File: config.mk
export PLATFORM = sky130hd
export DESIGN_NAME = glob_wildcard_match_unit
export DESIGN_NICKNAME = d
export VERILOG_FILES = /design/src/hw/rtl/gwm_pkg.sv /design/src/hw/rtl/gwm_pattern_store.sv /design/src/hw/rtl/gwm_active.sv /design/src/hw/rtl/glob_wildcard_match_unit.sv
export SDC_FILE = /design/constraint.sdc
export NUM_CORES = 2
export LEC_CHECK = 0
export ABC_CLOCK_PERIOD_IN_PS = 4960
export BUFFER_PORTS_ARGS = -buffer_cell sky130_fd_sc_hd__clkbuf_2
export CAP_MARGIN = 20
export CORE_MARGIN = 2
export CORE_UTILIZATION = 51
export DETAILED_ROUTE_END_ITERATION = 16
export PLACE_DENSITY = 0.69
export SLEW_MARGIN = 20
export SYNTH_ARGS = -nofsm -noshare
export SYNTH_HDL_FRONTEND = slang
export SYNTH_SLANG_ARGS = --single-unit
File: constraint.sdc
create_clock -name clk -period 4.96 [get_ports clk]
set_clock_uncertainty 0.1 [all_clocks]
set_input_delay 0.744 -clock clk [delete_from_list [all_inputs] [get_ports clk]]
set_output_delay 0.744 -clock clk [all_outputs]
set_load 0.03 [all_outputs]
File: src/hw/rtl/gwm_pkg.sv
package gwm_pkg;

  localparam int unsigned PATTERN_MAX_DEF = 64;

  localparam logic [7:0] CH_STAR = 8'h2A;
  localparam logic [7:0] CH_ANY  = 8'h3F;
  localparam logic [7:0] CH_UC_A = 8'h41;
  localparam logic [7:0] CH_UC_Z = 8'h5A;
  localparam logic [7:0] CASE_OFS = 8'h20;

  typedef enum logic [1:0] {
    FN_NEW     = 2'd0,
    FN_APPEND  = 2'd1,
    FN_SUBJECT = 2'd2,
    FN_FINISH  = 2'd3
  } func_t;

  // Decoded request for the processing stage.
  typedef struct packed {
    logic go;
    logic clr;
    logic app;
    logic sub;
    logic fin;
  } ctl_t;

  function automatic logic [7:0] fold_ch(input logic [7:0] c, input logic cs);
    logic [7:0] r;
    r = c;
    if (!cs && (c >= CH_UC_A) && (c <= CH_UC_Z)) begin
      r = c + CASE_OFS;
    end
    return r;
  endfunction

endpackage

File: src/hw/rtl/gwm_pattern_store.sv
module gwm_pattern_store #(
  parameter int unsigned PATTERN_MAX = gwm_pkg::PATTERN_MAX_DEF,
  localparam int unsigned LW = $clog2(PATTERN_MAX + 1),
  localparam int unsigned IW = (PATTERN_MAX > 1) ? $clog2(PATTERN_MAX) : 1
) (
  input  logic                   clk,
  input  logic                   rst_n,
  input  gwm_pkg::ctl_t          ctl,
  input  logic [7:0]             ch,
  input  logic                   case_sensitive,
  output logic [PATTERN_MAX-1:0] vld,
  output logic [PATTERN_MAX-1:0] star,
  output logic [PATTERN_MAX-1:0] hit,
  output logic [PATTERN_MAX-1:0] vld_nxt,
  output logic [PATTERN_MAX-1:0] star_nxt,
  output logic [LW-1:0]          len,
  output logic                   ovf
);

  localparam logic [LW-1:0] LEN_MAX = LW'(PATTERN_MAX);

  logic [7:0]             pat_r [PATTERN_MAX];
  logic [PATTERN_MAX-1:0] vld_r;
  logic [PATTERN_MAX-1:0] star_r;
  logic [PATTERN_MAX-1:0] any_r;
  logic [PATTERN_MAX-1:0] any_nxt;
  logic [LW-1:0]          len_r;
  logic [LW-1:0]          len_nxt;
  logic                   ovf_r;
  logic                   ovf_nxt;
  logic                   full;
  logic                   wr_en;
  logic [7:0]             ch_fold;

  assign full  = (len_r == LEN_MAX);
  assign wr_en = ctl.go && ctl.app && !full;

  always_comb begin
    vld_nxt  = vld_r;
    star_nxt = star_r;
    any_nxt  = any_r;
    len_nxt  = len_r;
    ovf_nxt  = ovf_r;
    if (ctl.go && ctl.clr) begin
      vld_nxt = '0;
      len_nxt = '0;
      ovf_nxt = 1'b0;
    end else if (ctl.go && ctl.app) begin
      if (full) begin
        ovf_nxt = 1'b1;
      end else begin
        len_nxt = len_r + LW'(1);
        for (int i = 0; i < PATTERN_MAX; i++) begin
          if (len_r == LW'(i)) begin
            vld_nxt[i]  = 1'b1;
            star_nxt[i] = (ch == gwm_pkg::CH_STAR);
            any_nxt[i]  = (ch == gwm_pkg::CH_ANY);
          end
        end
      end
    end
  end

  always_ff @(posedge clk) begin
    if (!rst_n) begin
      vld_r <= '0;
      len_r <= '0;
      ovf_r <= 1'b0;
    end else begin
      vld_r <= vld_nxt;
      len_r <= len_nxt;
      ovf_r <= ovf_nxt;
    end
  end

  // Entry contents carry no reset; the valid mask hides unwritten entries.
  always_ff @(posedge clk) begin
    star_r <= star_nxt;
    any_r  <= any_nxt;
    if (wr_en) begin
      pat_r[len_r[IW-1:0]] <= ch;
    end
  end

  assign ch_fold = gwm_pkg::fold_ch(ch, case_sensitive);

  always_comb begin
    for (int i = 0; i < PATTERN_MAX; i++) begin
      hit[i] = any_r[i] || (gwm_pkg::fold_ch(pat_r[i], case_sensitive) == ch_fold);
    end
  end

  assign vld  = vld_r;
  assign star = star_r;
  assign len  = len_r;
  assign ovf  = ovf_r;

endmodule

File: src/hw/rtl/gwm_active.sv
module gwm_active #(
  parameter int unsigned PATTERN_MAX = gwm_pkg::PATTERN_MAX_DEF,
  localparam int unsigned LW = $clog2(PATTERN_MAX + 1)
) (
  input  logic                   clk,
  input  logic                   rst_n,
  input  gwm_pkg::ctl_t          ctl,
  input  logic [PATTERN_MAX-1:0] vld,
  input  logic [PATTERN_MAX-1:0] star,
  input  logic [PATTERN_MAX-1:0] hit,
  input  logic [PATTERN_MAX-1:0] vld_nxt,
  input  logic [PATTERN_MAX-1:0] star_nxt,
  input  logic [LW-1:0]          len,
  output logic                   act_at_len
);

  localparam int unsigned AW = PATTERN_MAX + 1;

  logic [AW-1:0]          act_r;
  logic [AW-1:0]          act_nxt;
  logic [PATTERN_MAX-1:0] live;
  logic [PATTERN_MAX-1:0] stay;
  logic [PATTERN_MAX-1:0] adv;
  logic [AW-1:0]          base;
  logic [AW-1:0]          prop;
  logic [AW-1:0]          sum;

  // One subject byte: a live star holds its position, a live literal or
  // '?' that matches moves one position on.
  assign live = act_r[PATTERN_MAX-1:0] & vld;
  assign stay = live & star;
  assign adv  = live & ~star & hit;

  assign base = ctl.sub ? ({1'b0, stay} | {adv, 1'b0}) : AW'(1);

  // Activity flows forward across runs of stars. The carry of
  // (base & prop) + prop ripples through each run that holds an active
  // position, so the XOR with prop marks that run from the active position on and the position past it.
  assign prop    = {1'b0, vld_nxt & star_nxt};
  assign sum     = (base & prop) + prop;
  assign act_nxt = base | (sum ^ prop);

  always_ff @(posedge clk) begin
    if (!rst_n) begin
      act_r <= AW'(1);
    end else if (ctl.go) begin
      act_r <= act_nxt;
    end
  end

  assign act_at_len = act_r[len];

endmodule

File: src/hw/rtl/glob_wildcard_match_unit.sv
// Glob matcher: '*' matches any run of bytes, '?' matches exactly one byte.
// Requests come on in_valid/in_stall with in_func and in_ch. A new-pattern
// request clears the pattern, append requests add one pattern byte each,
// subject requests stream the subject one byte each, and a finish request
// returns one result on out_valid/out_stall (out_matched, out_overflow) and
// re-arms for the next subject. Only finish requests give a result.
// cfg_wr_en/cfg_wr_data write case_sensitive (0 folds ASCII letters).
// A finish request is registered in the request stage and its result in the output
// register. Throughput: one request per cycle of any kind while in_stall is low;
// the critical path is the carry chain that spreads activity across runs of
// stars, one add as wide as the pattern store plus one.
// A result waiting in the output register does not block new requests;
// only a finish request that reaches the processing stage while the result
// register is still full and stalled holds the stage, and in_stall follows.
// Reset (rst_n low, synchronous) empties the pattern, clears overflow and
// case_sensitive, and drops any request in flight and any pending result.
// Patterns longer than PATTERN_MAX set overflow and report no match.
module glob_wildcard_match_unit #(
  parameter int unsigned PATTERN_MAX = gwm_pkg::PATTERN_MAX_DEF
) (
  input  logic       clk,
  input  logic       rst_n,
  input  logic       cfg_wr_en,
  input  logic       cfg_wr_data,
  input  logic       in_valid,
  output logic       in_stall,
  input  logic [1:0] in_func,
  input  logic [7:0] in_ch,
  output logic       out_valid,
  input  logic       out_stall,
  output logic       out_matched,
  output logic       out_overflow
);

  localparam int unsigned LW = $clog2(PATTERN_MAX + 1);

  logic                   cs_r;
  logic                   s1_valid_r;
  gwm_pkg::func_t         s1_func_r;
  logic [7:0]             s1_ch_r;
  logic                   s1_go;
  logic                   s1_fin;
  gwm_pkg::ctl_t          ctl;
  logic                   in_take;
  logic                   out_valid_r;
  logic                   out_valid_nxt;
  logic                   out_matched_r;
  logic                   out_overflow_r;
  logic [PATTERN_MAX-1:0] vld;
  logic [PATTERN_MAX-1:0] star;
  logic [PATTERN_MAX-1:0] hit;
  logic [PATTERN_MAX-1:0] vld_nxt;
  logic [PATTERN_MAX-1:0] star_nxt;
  logic [LW-1:0]          len;
  logic                   ovf;
  logic                   act_at_len;

  always_ff @(posedge clk) begin
    if (!rst_n) begin
      cs_r <= 1'b0;
    end else if (cfg_wr_en) begin
      cs_r <= cfg_wr_data;
    end
  end

  assign s1_fin   = (s1_func_r == gwm_pkg::FN_FINISH);
  assign s1_go    = s1_valid_r && (!s1_fin || !out_valid_r || !out_stall);
  assign in_stall = s1_valid_r && !s1_go;
  assign in_take  = in_valid && !in_stall;

  always_ff @(posedge clk) begin
    if (!rst_n) begin
      s1_valid_r <= 1'b0;
    end else if (in_take) begin
      s1_valid_r <= 1'b1;
    end else if (s1_go) begin
      s1_valid_r <= 1'b0;
    end
  end

  always_ff @(posedge clk) begin
    if (in_take) begin
      s1_func_r <= gwm_pkg::func_t'(in_func);
      s1_ch_r   <= in_ch;
    end
  end

  always_comb begin
    ctl     = '0;
    ctl.go  = s1_go;
    case (s1_func_r)
      gwm_pkg::FN_NEW:     ctl.clr = 1'b1;
      gwm_pkg::FN_APPEND:  ctl.app = 1'b1;
      gwm_pkg::FN_SUBJECT: ctl.sub = 1'b1;
      gwm_pkg::FN_FINISH:  ctl.fin = 1'b1;
      default:             ctl.fin = 1'b1;
    endcase
  end

  gwm_pattern_store #(
    .PATTERN_MAX(PATTERN_MAX)
  ) u_store (
    .clk           (clk),
    .rst_n         (rst_n),
    .ctl           (ctl),
    .ch            (s1_ch_r),
    .case_sensitive(cs_r),
    .vld           (vld),
    .star          (star),
    .hit           (hit),
    .vld_nxt       (vld_nxt),
    .star_nxt      (star_nxt),
    .len           (len),
    .ovf           (ovf)
  );

  gwm_active #(
    .PATTERN_MAX(PATTERN_MAX)
  ) u_active (
    .clk       (clk),
    .rst_n     (rst_n),
    .ctl       (ctl),
    .vld       (vld),
    .star      (star),
    .hit       (hit),
    .vld_nxt   (vld_nxt),
    .star_nxt  (star_nxt),
    .len       (len),
    .act_at_len(act_at_len)
  );

  always_comb begin
    out_valid_nxt = out_valid_r;
    if (s1_go && ctl.fin) begin
      out_valid_nxt = 1'b1;
    end else if (!out_stall) begin
      out_valid_nxt = 1'b0;
    end
  end

  always_ff @(posedge clk) begin
    if (!rst_n) begin
      out_valid_r <= 1'b0;
    end else begin
      out_valid_r <= out_valid_nxt;
    end
  end

  always_ff @(posedge clk) begin
    if (s1_go && ctl.fin) begin
      out_matched_r  <= !ovf && act_at_len;
      out_overflow_r <= ovf;
    end
  end

  assign out_valid    = out_valid_r;
  assign out_matched  = out_matched_r;
  assign out_overflow = out_overflow_r;

  a_ovf_no_match: assert property (@(posedge clk) disable iff (!rst_n)
    out_valid_r && out_overflow_r |-> !out_matched_r)
    else $error("overflow result reports a match");

  a_fin_gives_result: assert property (@(posedge clk) disable iff (!rst_n)
    s1_go && ctl.fin |=> out_valid_r)
    else $error("finish request left no result");

  a_stall_only_full: assert property (@(posedge clk) disable iff (!rst_n)
    in_stall |-> s1_valid_r && s1_fin && out_valid_r && out_stall)
    else $error("input stalled without a blocked finish");

  a_new_clears_len: assert property (@(posedge clk) disable iff (!rst_n)
    s1_go && ctl.clr |=> (len == '0) && !ovf)
    else $error("new pattern did not clear length and overflow");

  a_len_bound: assert property (@(posedge clk) disable iff (!rst_n)
    s1_go && ctl.app && (len == LW'(PATTERN_MAX)) |=> ovf)
    else $error("append without room did not flag overflow");

endmodule

==> Word-level counts from Yosys, hierarchy flattened <==
Memories as Yosys holds them, arrays and structs flattened.
Cells that the tools add are included.
{ "word_totals": {"reg_bits": 280, "mem_bits_rw": 512, "input_bits": 16, "output_inout_bits": 4, "elab_cells": 916, "n_memories": 1} }
{ "op_classes": {"n_addsub": 67, "magnitude_cmp": 131, "eq_ne": 134, "n_mux": 212, "bitwise": 13, "n_reduce_logical": 282} }
{ "memory_table": {"columns": ["memory", "depth", "width", "rd", "rd_ports_with_merged_regs", "write_ports", "line", "source"], "rows": [
  ["u_store.pat_r", 64, 8, 64, 0, 1, "gwm_pattern_store.sv:22", "logic [7:0] pat_r [PATTERN_MAX];"]
]} }
{ "ops": {"columns": ["cell", "count"], "rows": [
  ["adder 8 x 6 -> 8 bit (second input constant)", 65],
  [">= comparator 8 x 7 -> 1 bit (second input constant)", 65],
  ["less-or-equal comparator 8 x 7 -> 1 bit (second input constant)", 65],
  ["two-way mux 8 bit", 65],
  ["equality test 8 bit", 64],
  ["two-way mux 64 bit", 6],
  ["bitwise AND 64 bit", 5],
  ["AND reduction 4 bit", 64],
  ["equality test 7 x 6 -> 1 bit (second input constant)", 32],
  ["two-way mux 1 bit", 139],
  ["logical AND 1 bit", 138],
  ["equality test 7 x 5 -> 1 bit (second input constant)", 16],
  ["logical OR 1 bit", 66],
  ["adder 65 x 64 -> 65 bit", 1],
  ["bitwise AND 65 x 64 -> 65 bit", 1],
  ["two-way mux 65 bit", 1],
  ["OR 64 x 65 -> 65 bit", 1],
  ["OR 65 bit", 1],
  ["bitwise XOR 65 x 64 -> 65 bit", 1],
  ["inverter 64 bit", 1],
  ["equality test 7 x 4 -> 1 bit (second input constant)", 8],
  ["equality test 7 x 3 -> 1 bit (second input constant)", 4],
  ["equality test 8 x 6 -> 1 bit (second input constant)", 2],
  ["equality test 7 x 2 -> 1 bit (second input constant)", 2],
  ["15 further kinds", 26]
]} }

==> Logic depth before layout (Yosys ltp) <==
An unclocked memory read counts as a cell.
{ "logic_depth": {"word_depth": 14, "mapped_depth": 23, "ltp_nobuf": 19} }

==> Modules after synthesis <==
From an unflattened synthesis, not the netlist that was laid out.
{ "hier_totals": {"hier_cells": 4017, "hier_area_um2": 42615.9} }
{ "by_module_without_submodules": {"columns": ["mod", "instances", "cells_per_inst", "area_per_inst_um2", "seq_area_each_um2"], "rows": [
  ["gwm_pattern_store", 1, 2813, 34286.6, 20019.2],
  ["gwm_active", 1, 1171, 7800.0, 1301.2],
  ["glob_wildcard_match_unit", 1, 33, 529.3, 420.4]
]} }

==> Least setup slack after synthesis <==
No wires, ideal clock.
{ "synth_timing": {"kind": "reg2reg", "startpoint": "register s1_ch_r[1]", "endpoint": "register u_active.act_r[52]", "setup_time_ns": 0.123, "arrival_time_ns": 4.875, "required_ns": 4.737, "slack_ns": -0.138, "path_stages_with_launch": 24, "path_buffers": 5, "synth_period_minus_slack_ns": 5.098, "path_cell_list": "edfxtp_1 -> buf_6 -> a21o_1 -> nand3_1 -> a41o_1 -> buf_6 -> buf_12 -> buf_8 -> buf_12 -> xnor2_1 -> nor4_2 -> nand2b_1 -> nor2_1 -> ha_1 -> nor3_1 -> a21oi_1 -> o211ai_1 -> a21oi_1 -> o2111a_1 -> o21ai_0 -> o21a_1 -> o21ai_1 -> a41oi_1 -> o21ai_1"} }
{ "synth_between": {"elab_chain_len": 13, "elab_cells_between_ends": 175, "cone_classes": "add/sub: 2; order compare: 2; eq/ne: 53; mux: 58; bitwise: 6; reduce/logical: 54"} }
{ "synth_rtl": {"columns": ["item", "line", "source"], "rows": [
  ["start: declaration", "glob_wildcard_match_unit.sv:40", "logic [7:0] s1_ch_r;"],
  ["start signal: assignment", "glob_wildcard_match_unit.sv:84", "s1_ch_r <= in_ch;"],
  [">= comparator 8 x 7 -> 1 bit", "gwm_pkg.sv:30", "if (!cs && (c >= CH_UC_A) && (c <= CH_UC_Z)) begin"],
  ["logical AND 1 bit (2 in series)", "gwm_pkg.sv:30", null],
  ["two-way mux 8 bit", "gwm_pkg.sv:30", null],
  ["equality test 8 bit", "gwm_pattern_store.sv:89", "hit[i] = any_r[i] || (gwm_pkg::fold_ch(pat_r[i], case_sensitive) == ch_fold);"],
  ["logical OR 1 bit", "gwm_pattern_store.sv:89", null],
  ["bitwise AND 64 bit", "gwm_active.sv:32", "assign adv = live & ~star & hit;"],
  ["OR 64 x 65 -> 65 bit", "gwm_active.sv:34", "assign base = ctl.sub ? ({1'b0, stay} | {adv, 1'b0}) : AW'(1);"],
  ["two-way mux 65 bit", "gwm_active.sv:34", null],
  ["bitwise AND 65 x 64 -> 65 bit", "gwm_active.sv:40", "assign sum = (base & prop) + prop;"],
  ["adder 65 x 64 -> 65 bit", "gwm_active.sv:40", null],
  ["bitwise XOR 65 x 64 -> 65 bit", "gwm_active.sv:41", "assign act_nxt = base | (sum ^ prop);"],
  ["OR 65 bit (*)", "gwm_active.sv:41", null],
  ["end signal: assignment", "gwm_active.sv:47", "act_r <= act_nxt;"],
  ["end: declaration", "gwm_active.sv:19", "logic [AW-1:0] act_r;"]
]} }
Mark *: on every way between the ends. The rest lies on a longest branch, timed or not.
A chain may end at the register's enable or synchronous reset.

==> Worst setup path in the final report <==
{ "layout_timing": {"startpoint": "register s1_func_r[1]", "endpoint": "register u_active.act_r[59]"} }
{ "layout_between": {"elab_chain_len": 13, "elab_cells_between_ends": 23, "cone_classes": "add/sub: 1; eq/ne: 3; mux: 8; bitwise: 4; reduce/logical: 7"} }
{ "layout_rtl": {"columns": ["item", "line", "source"], "rows": [
  ["start: declaration", "glob_wildcard_match_unit.sv:39", "gwm_pkg::func_t s1_func_r;"],
  ["start signal: assignment", "glob_wildcard_match_unit.sv:83", "s1_func_r <= gwm_pkg::func_t'(in_func);"],
  ["equality test 2 bit", "glob_wildcard_match_unit.sv:66", "assign s1_fin = (s1_func_r == gwm_pkg::FN_FINISH);"],
  ["zero test 1 bit", "glob_wildcard_match_unit.sv:67", "assign s1_go = s1_valid_r && (!s1_fin || !out_valid_r || !out_stall);"],
  ["logical OR 1 bit (2 in series)", "glob_wildcard_match_unit.sv:67", null],
  ["logical AND 1 bit", "glob_wildcard_match_unit.sv:67", null],
  ["logical AND 1 bit", "gwm_pattern_store.sv:48", "end else if (ctl.go && ctl.app) begin"],
  ["two-way mux 64 bit", "gwm_pattern_store.sv:48", null],
  ["two-way mux 64 bit", "gwm_pattern_store.sv:44", "if (ctl.go && ctl.clr) begin"],
  ["bitwise AND 64 bit", "gwm_active.sv:39", "assign prop = {1'b0, vld_nxt & star_nxt};"],
  ["bitwise AND 65 x 64 -> 65 bit", "gwm_active.sv:40", null],
  ["adder 65 x 64 -> 65 bit", "gwm_active.sv:40", null],
  ["bitwise XOR 65 x 64 -> 65 bit", "gwm_active.sv:41", null],
  ["OR 65 bit", "gwm_active.sv:41", null]
]} }
Parallel ways exist; a longest one is shown, timed or not.

==> summary.md <==
| Metric | Value |
|---|---|
| # IOs | `20` |
| Die width | `294 um` |
| Worst rel slew slack | `0.305` |
| GRT overflow | `0` |
| Residual DRC | `0` |
| EDFF count, synth | `588` |
| Drt first pass iters | `6` |
| Net Sw Power | `3.15 mW` |
| Row cnt | `106` |
| Switching Share | `0.222` |
| IO Port Bufs | `19` |
| Post-Syn Area | `42900 um2` |
| Initial antenna violation count | `0` |
| Total die area | `86400 um2` |
| Share of cells above drive strength 1 | `0.117` |
| Seq/Total Area, Yosys | `0.507` |
| Post-DRT Antenna Nets | `0` |
| Fmax | `208 MHz` |
| Vias in the first global route | `32200` |
| Sequential power share | `0.507` |
| Clk pwr share | `0.438` |
| Initial Util | `0.514` |
| #FFs+latches synth | `792` |
| RSZ-0062 raised after global routing | `false` |
| Clock transition at path regs | `60 ps` |
| Synth async-reset ratio | `0` |
| Worst setup SP type | `flip-flop` |
| Final Setup Violations | `0` |
| Worst Hold Class | `in2reg` |
| CTS Root Cell | `clkbuf_16` |
| Minimum clock period | `4810 ps` |
| Post-route clock period utilization | `0.969` |
| Total wire length | `123000 um` |
| Drt first-iter violations | `3362` |
| Vias per cell | `6.17` |
| Crit path max fanout | `9` |
| CP Launch Point | `s1_func_r[1]$_DFFE_PP_` |
| R2R Path Start | `s1_func_r[1]$_DFFE_PP_` |
| Die H | `294 um` |
| Syn_nets | `4204` |
| Least-Margin Pin Slew | `1040 ps` |
| CP arrival | `5250 ps` |
| Library cells used by synthesis | `109` |
| CP Data Required Time | `5400 ps` |
| DPL Wire Length | `85900 um` |
| HP Start | `in_ch[7]` |
| Post-Syn Area per Cell | `10.4 um2` |
| Place WS | `-42.0 ps` |
| Total clock sinks | `792` |
| CTS tree | `built` |
| WHS | `185 ps` |
| Syn Inst Count | `4118` |
| Ys flop type | `edfxtp_1` |
| Clk buf depth | `3` |
| Depth of the CTS H-tree | `3` |
| Peak supply drop | `0.314 mV` |
| Final GP Congestion | `1.02` |
| Final worst slack | `154 ps` |
| Layout area overhead | `13.2%` |
| Max Slew Vio Count | `0` |
| Via count | `33700` |
| Largest net degree at the start of global routing | `111` |
| Layout Cells excl Fill | `5459` |
| Most frequent cells in the layout | `588 x edfxtp_1, 369 x nand2_1, 298 x nor2_1` |
| First-pass GRT wire length | `188000 um` |
| P per Cell Area | `293 nW/um2` |
| Combinational group share of total power | `0.055` |
| Routed WL per cell | `22.6 um` |
| Post-synth top area cell | `edfxtp_1` |
| Final nets | `4395` |
| Post-CTS Hold Fix Bufs | `0` |
| Total GRT Usage | `0.282` |
| CTS Buf Count | `85` |
| Max-cap violation count | `0` |
| Most common cell after layout, fill and taps aside | `edfxtp_1` |
| Total core area | `83400 um2` |
| Skew-Pair Late Insertion Delay | `650 ps` |
| # diodes | `0` |
| P_int | `11.1 mW` |
| Setup TNS Final | `0 ps` |
| Hold Fails Final Rpt | `0` |
| Crit path kind | `reg2reg` |
| Yosys Warn Count | `0` |
| Pleak | `17.2 nW` |
| Worst setup EP type | `flip-flop` |
| Placed cell count | `5293` |
| Outcome | `completed` |
| Area fraction of the dominant cell type after synthesis | `0.412` |
| Area contributors post-synth | `edfxtp_1 41%, dfxtp_1 9.5%, xnor2_1 5.9%, xor2_1 4.6%, nand2_1 3.2%` |
## per-stage QoR
stage	util	power (mW)	area, um2
3_5_place_dp	0.547	8.10	45600
6_report	0.581	14.2	48500
4_1_cts	0.580	14.3	48400
5_1_grt	0.581	14.6	48500
3_3_place_gp	0.547	8.09	45600
2_1_floorplan	-	7.83	42900
## registers in the layout, indices dropped and copies added (netlist names)
signal          flops
u_store.star       64
u_store.ovf         1
s1_ch_r             8
cs_r                1
s1_func_r           2
u_store.len         7
s1_valid_r          1
u_store.any_r      64
out_valid           1
u_store.pat_r     512
u_store.vld        64
u_active.act_r     65
out_overflow        1
out_matched         1
## path summary, 6_finish.rpt
path | slack [ps] | to | cells past startpoint
hold / removal | 190 | s1_ch_r[7]$_DFFE_PP_ | 1
setup / recovery | 150 | u_active.act_r[59]$_SDFFE_PN0P_ | 17
setup reg to reg | 150 | u_active.act_r[59]$_SDFFE_PN0P_ | 17
hold reg to reg | 370 | u_store.star[14]$_DFF_P_ | 2
## layout make-up
cell class	instances	area, um2
fillers	6926	34900
flip-flops and latches	792	21700
multi-input cells	3004	19800
clock buffers	120	2400
repair buffers	273	2300
well taps	1080	1350
inverters	153	574
clock inverters	37	329
## synth_stat cells, drive strengths merged (27+ instances only)
library cell	n
edfxtp	588
nand2	369
nor2	299
xnor2	292
xor2	227
dfxtp	204
a21oi	193
nor3	193
o21ai	183
inv	152
nand3	144
a31oi	122
buf	99
nand4	78
a21o	75
nor4	74
a21boi	72
clkbuf	70
ha	70
and2	54
a41oi	49
and3	28
nor3b	28
nor2b	27
o31ai	27
## routing by layer
| metal | routed length (um) | global-route usage |
|---|---|---|
| met2 | 56200 | 0.452 |
| met5 | 0 | 0 |
| met1 | 52800 | 0.383 |
| met3 | 8850 | 0.0409 |
| met4 | 5310 | 0.118 |
## worst max-delay path, stage by stage, from the launching register on
cell       delay [ps]
edfxtp_1          540
buf_4             210
or3b_4            450
and3_1            240
nand3_1           270
buf_4             190
a41oi_1           150
and4b_1           320
and2_1            230
nand3_1           160
nand4bb_1         420
a311oi_4          440
a211o_1           180
o21a_2            160
buf_4             120
nand2_1            60
a31o_2            290
a311oi_2          180
## cell families after synthesis
family,count (synthesis),synth area share
and+or+nand+nor,1436,0.171
AOI/OAI and AO/OA,947,0.150
DFF,792,0.507
xor gates and xnor gates,519,0.106
buffers and inverters,322,0.0355
adders and majority gates,70,0.0204
muxes,32,0.00963
## repair_timing
| action | 4_1_cts | 5_1_grt |
|---|---|---|
| buffers inserted | 0 | 9 |
| pin swaps | 0 | 3 |
| resized for setup | 1 | 11 |
| setup endpoints to repair | 3 | 20 |
| endpoints found under the hold margin | 0 | 0 |
## power groups by stage
stage | clock network [mW] | registers (mW) | logic (mW)
3_5_place_dp | 0 | 7.33 | 0.773
2_1_floorplan | 0 | 7.34 | 0.491
5_1_grt | 6.58 | 7.19 | 0.839
3_3_place_gp | 0 | 7.33 | 0.759
4_1_cts | 6.31 | 7.19 | 0.776
6_report | 6.23 | 7.19 | 0.781
Power figures use the tool's default switching activity.
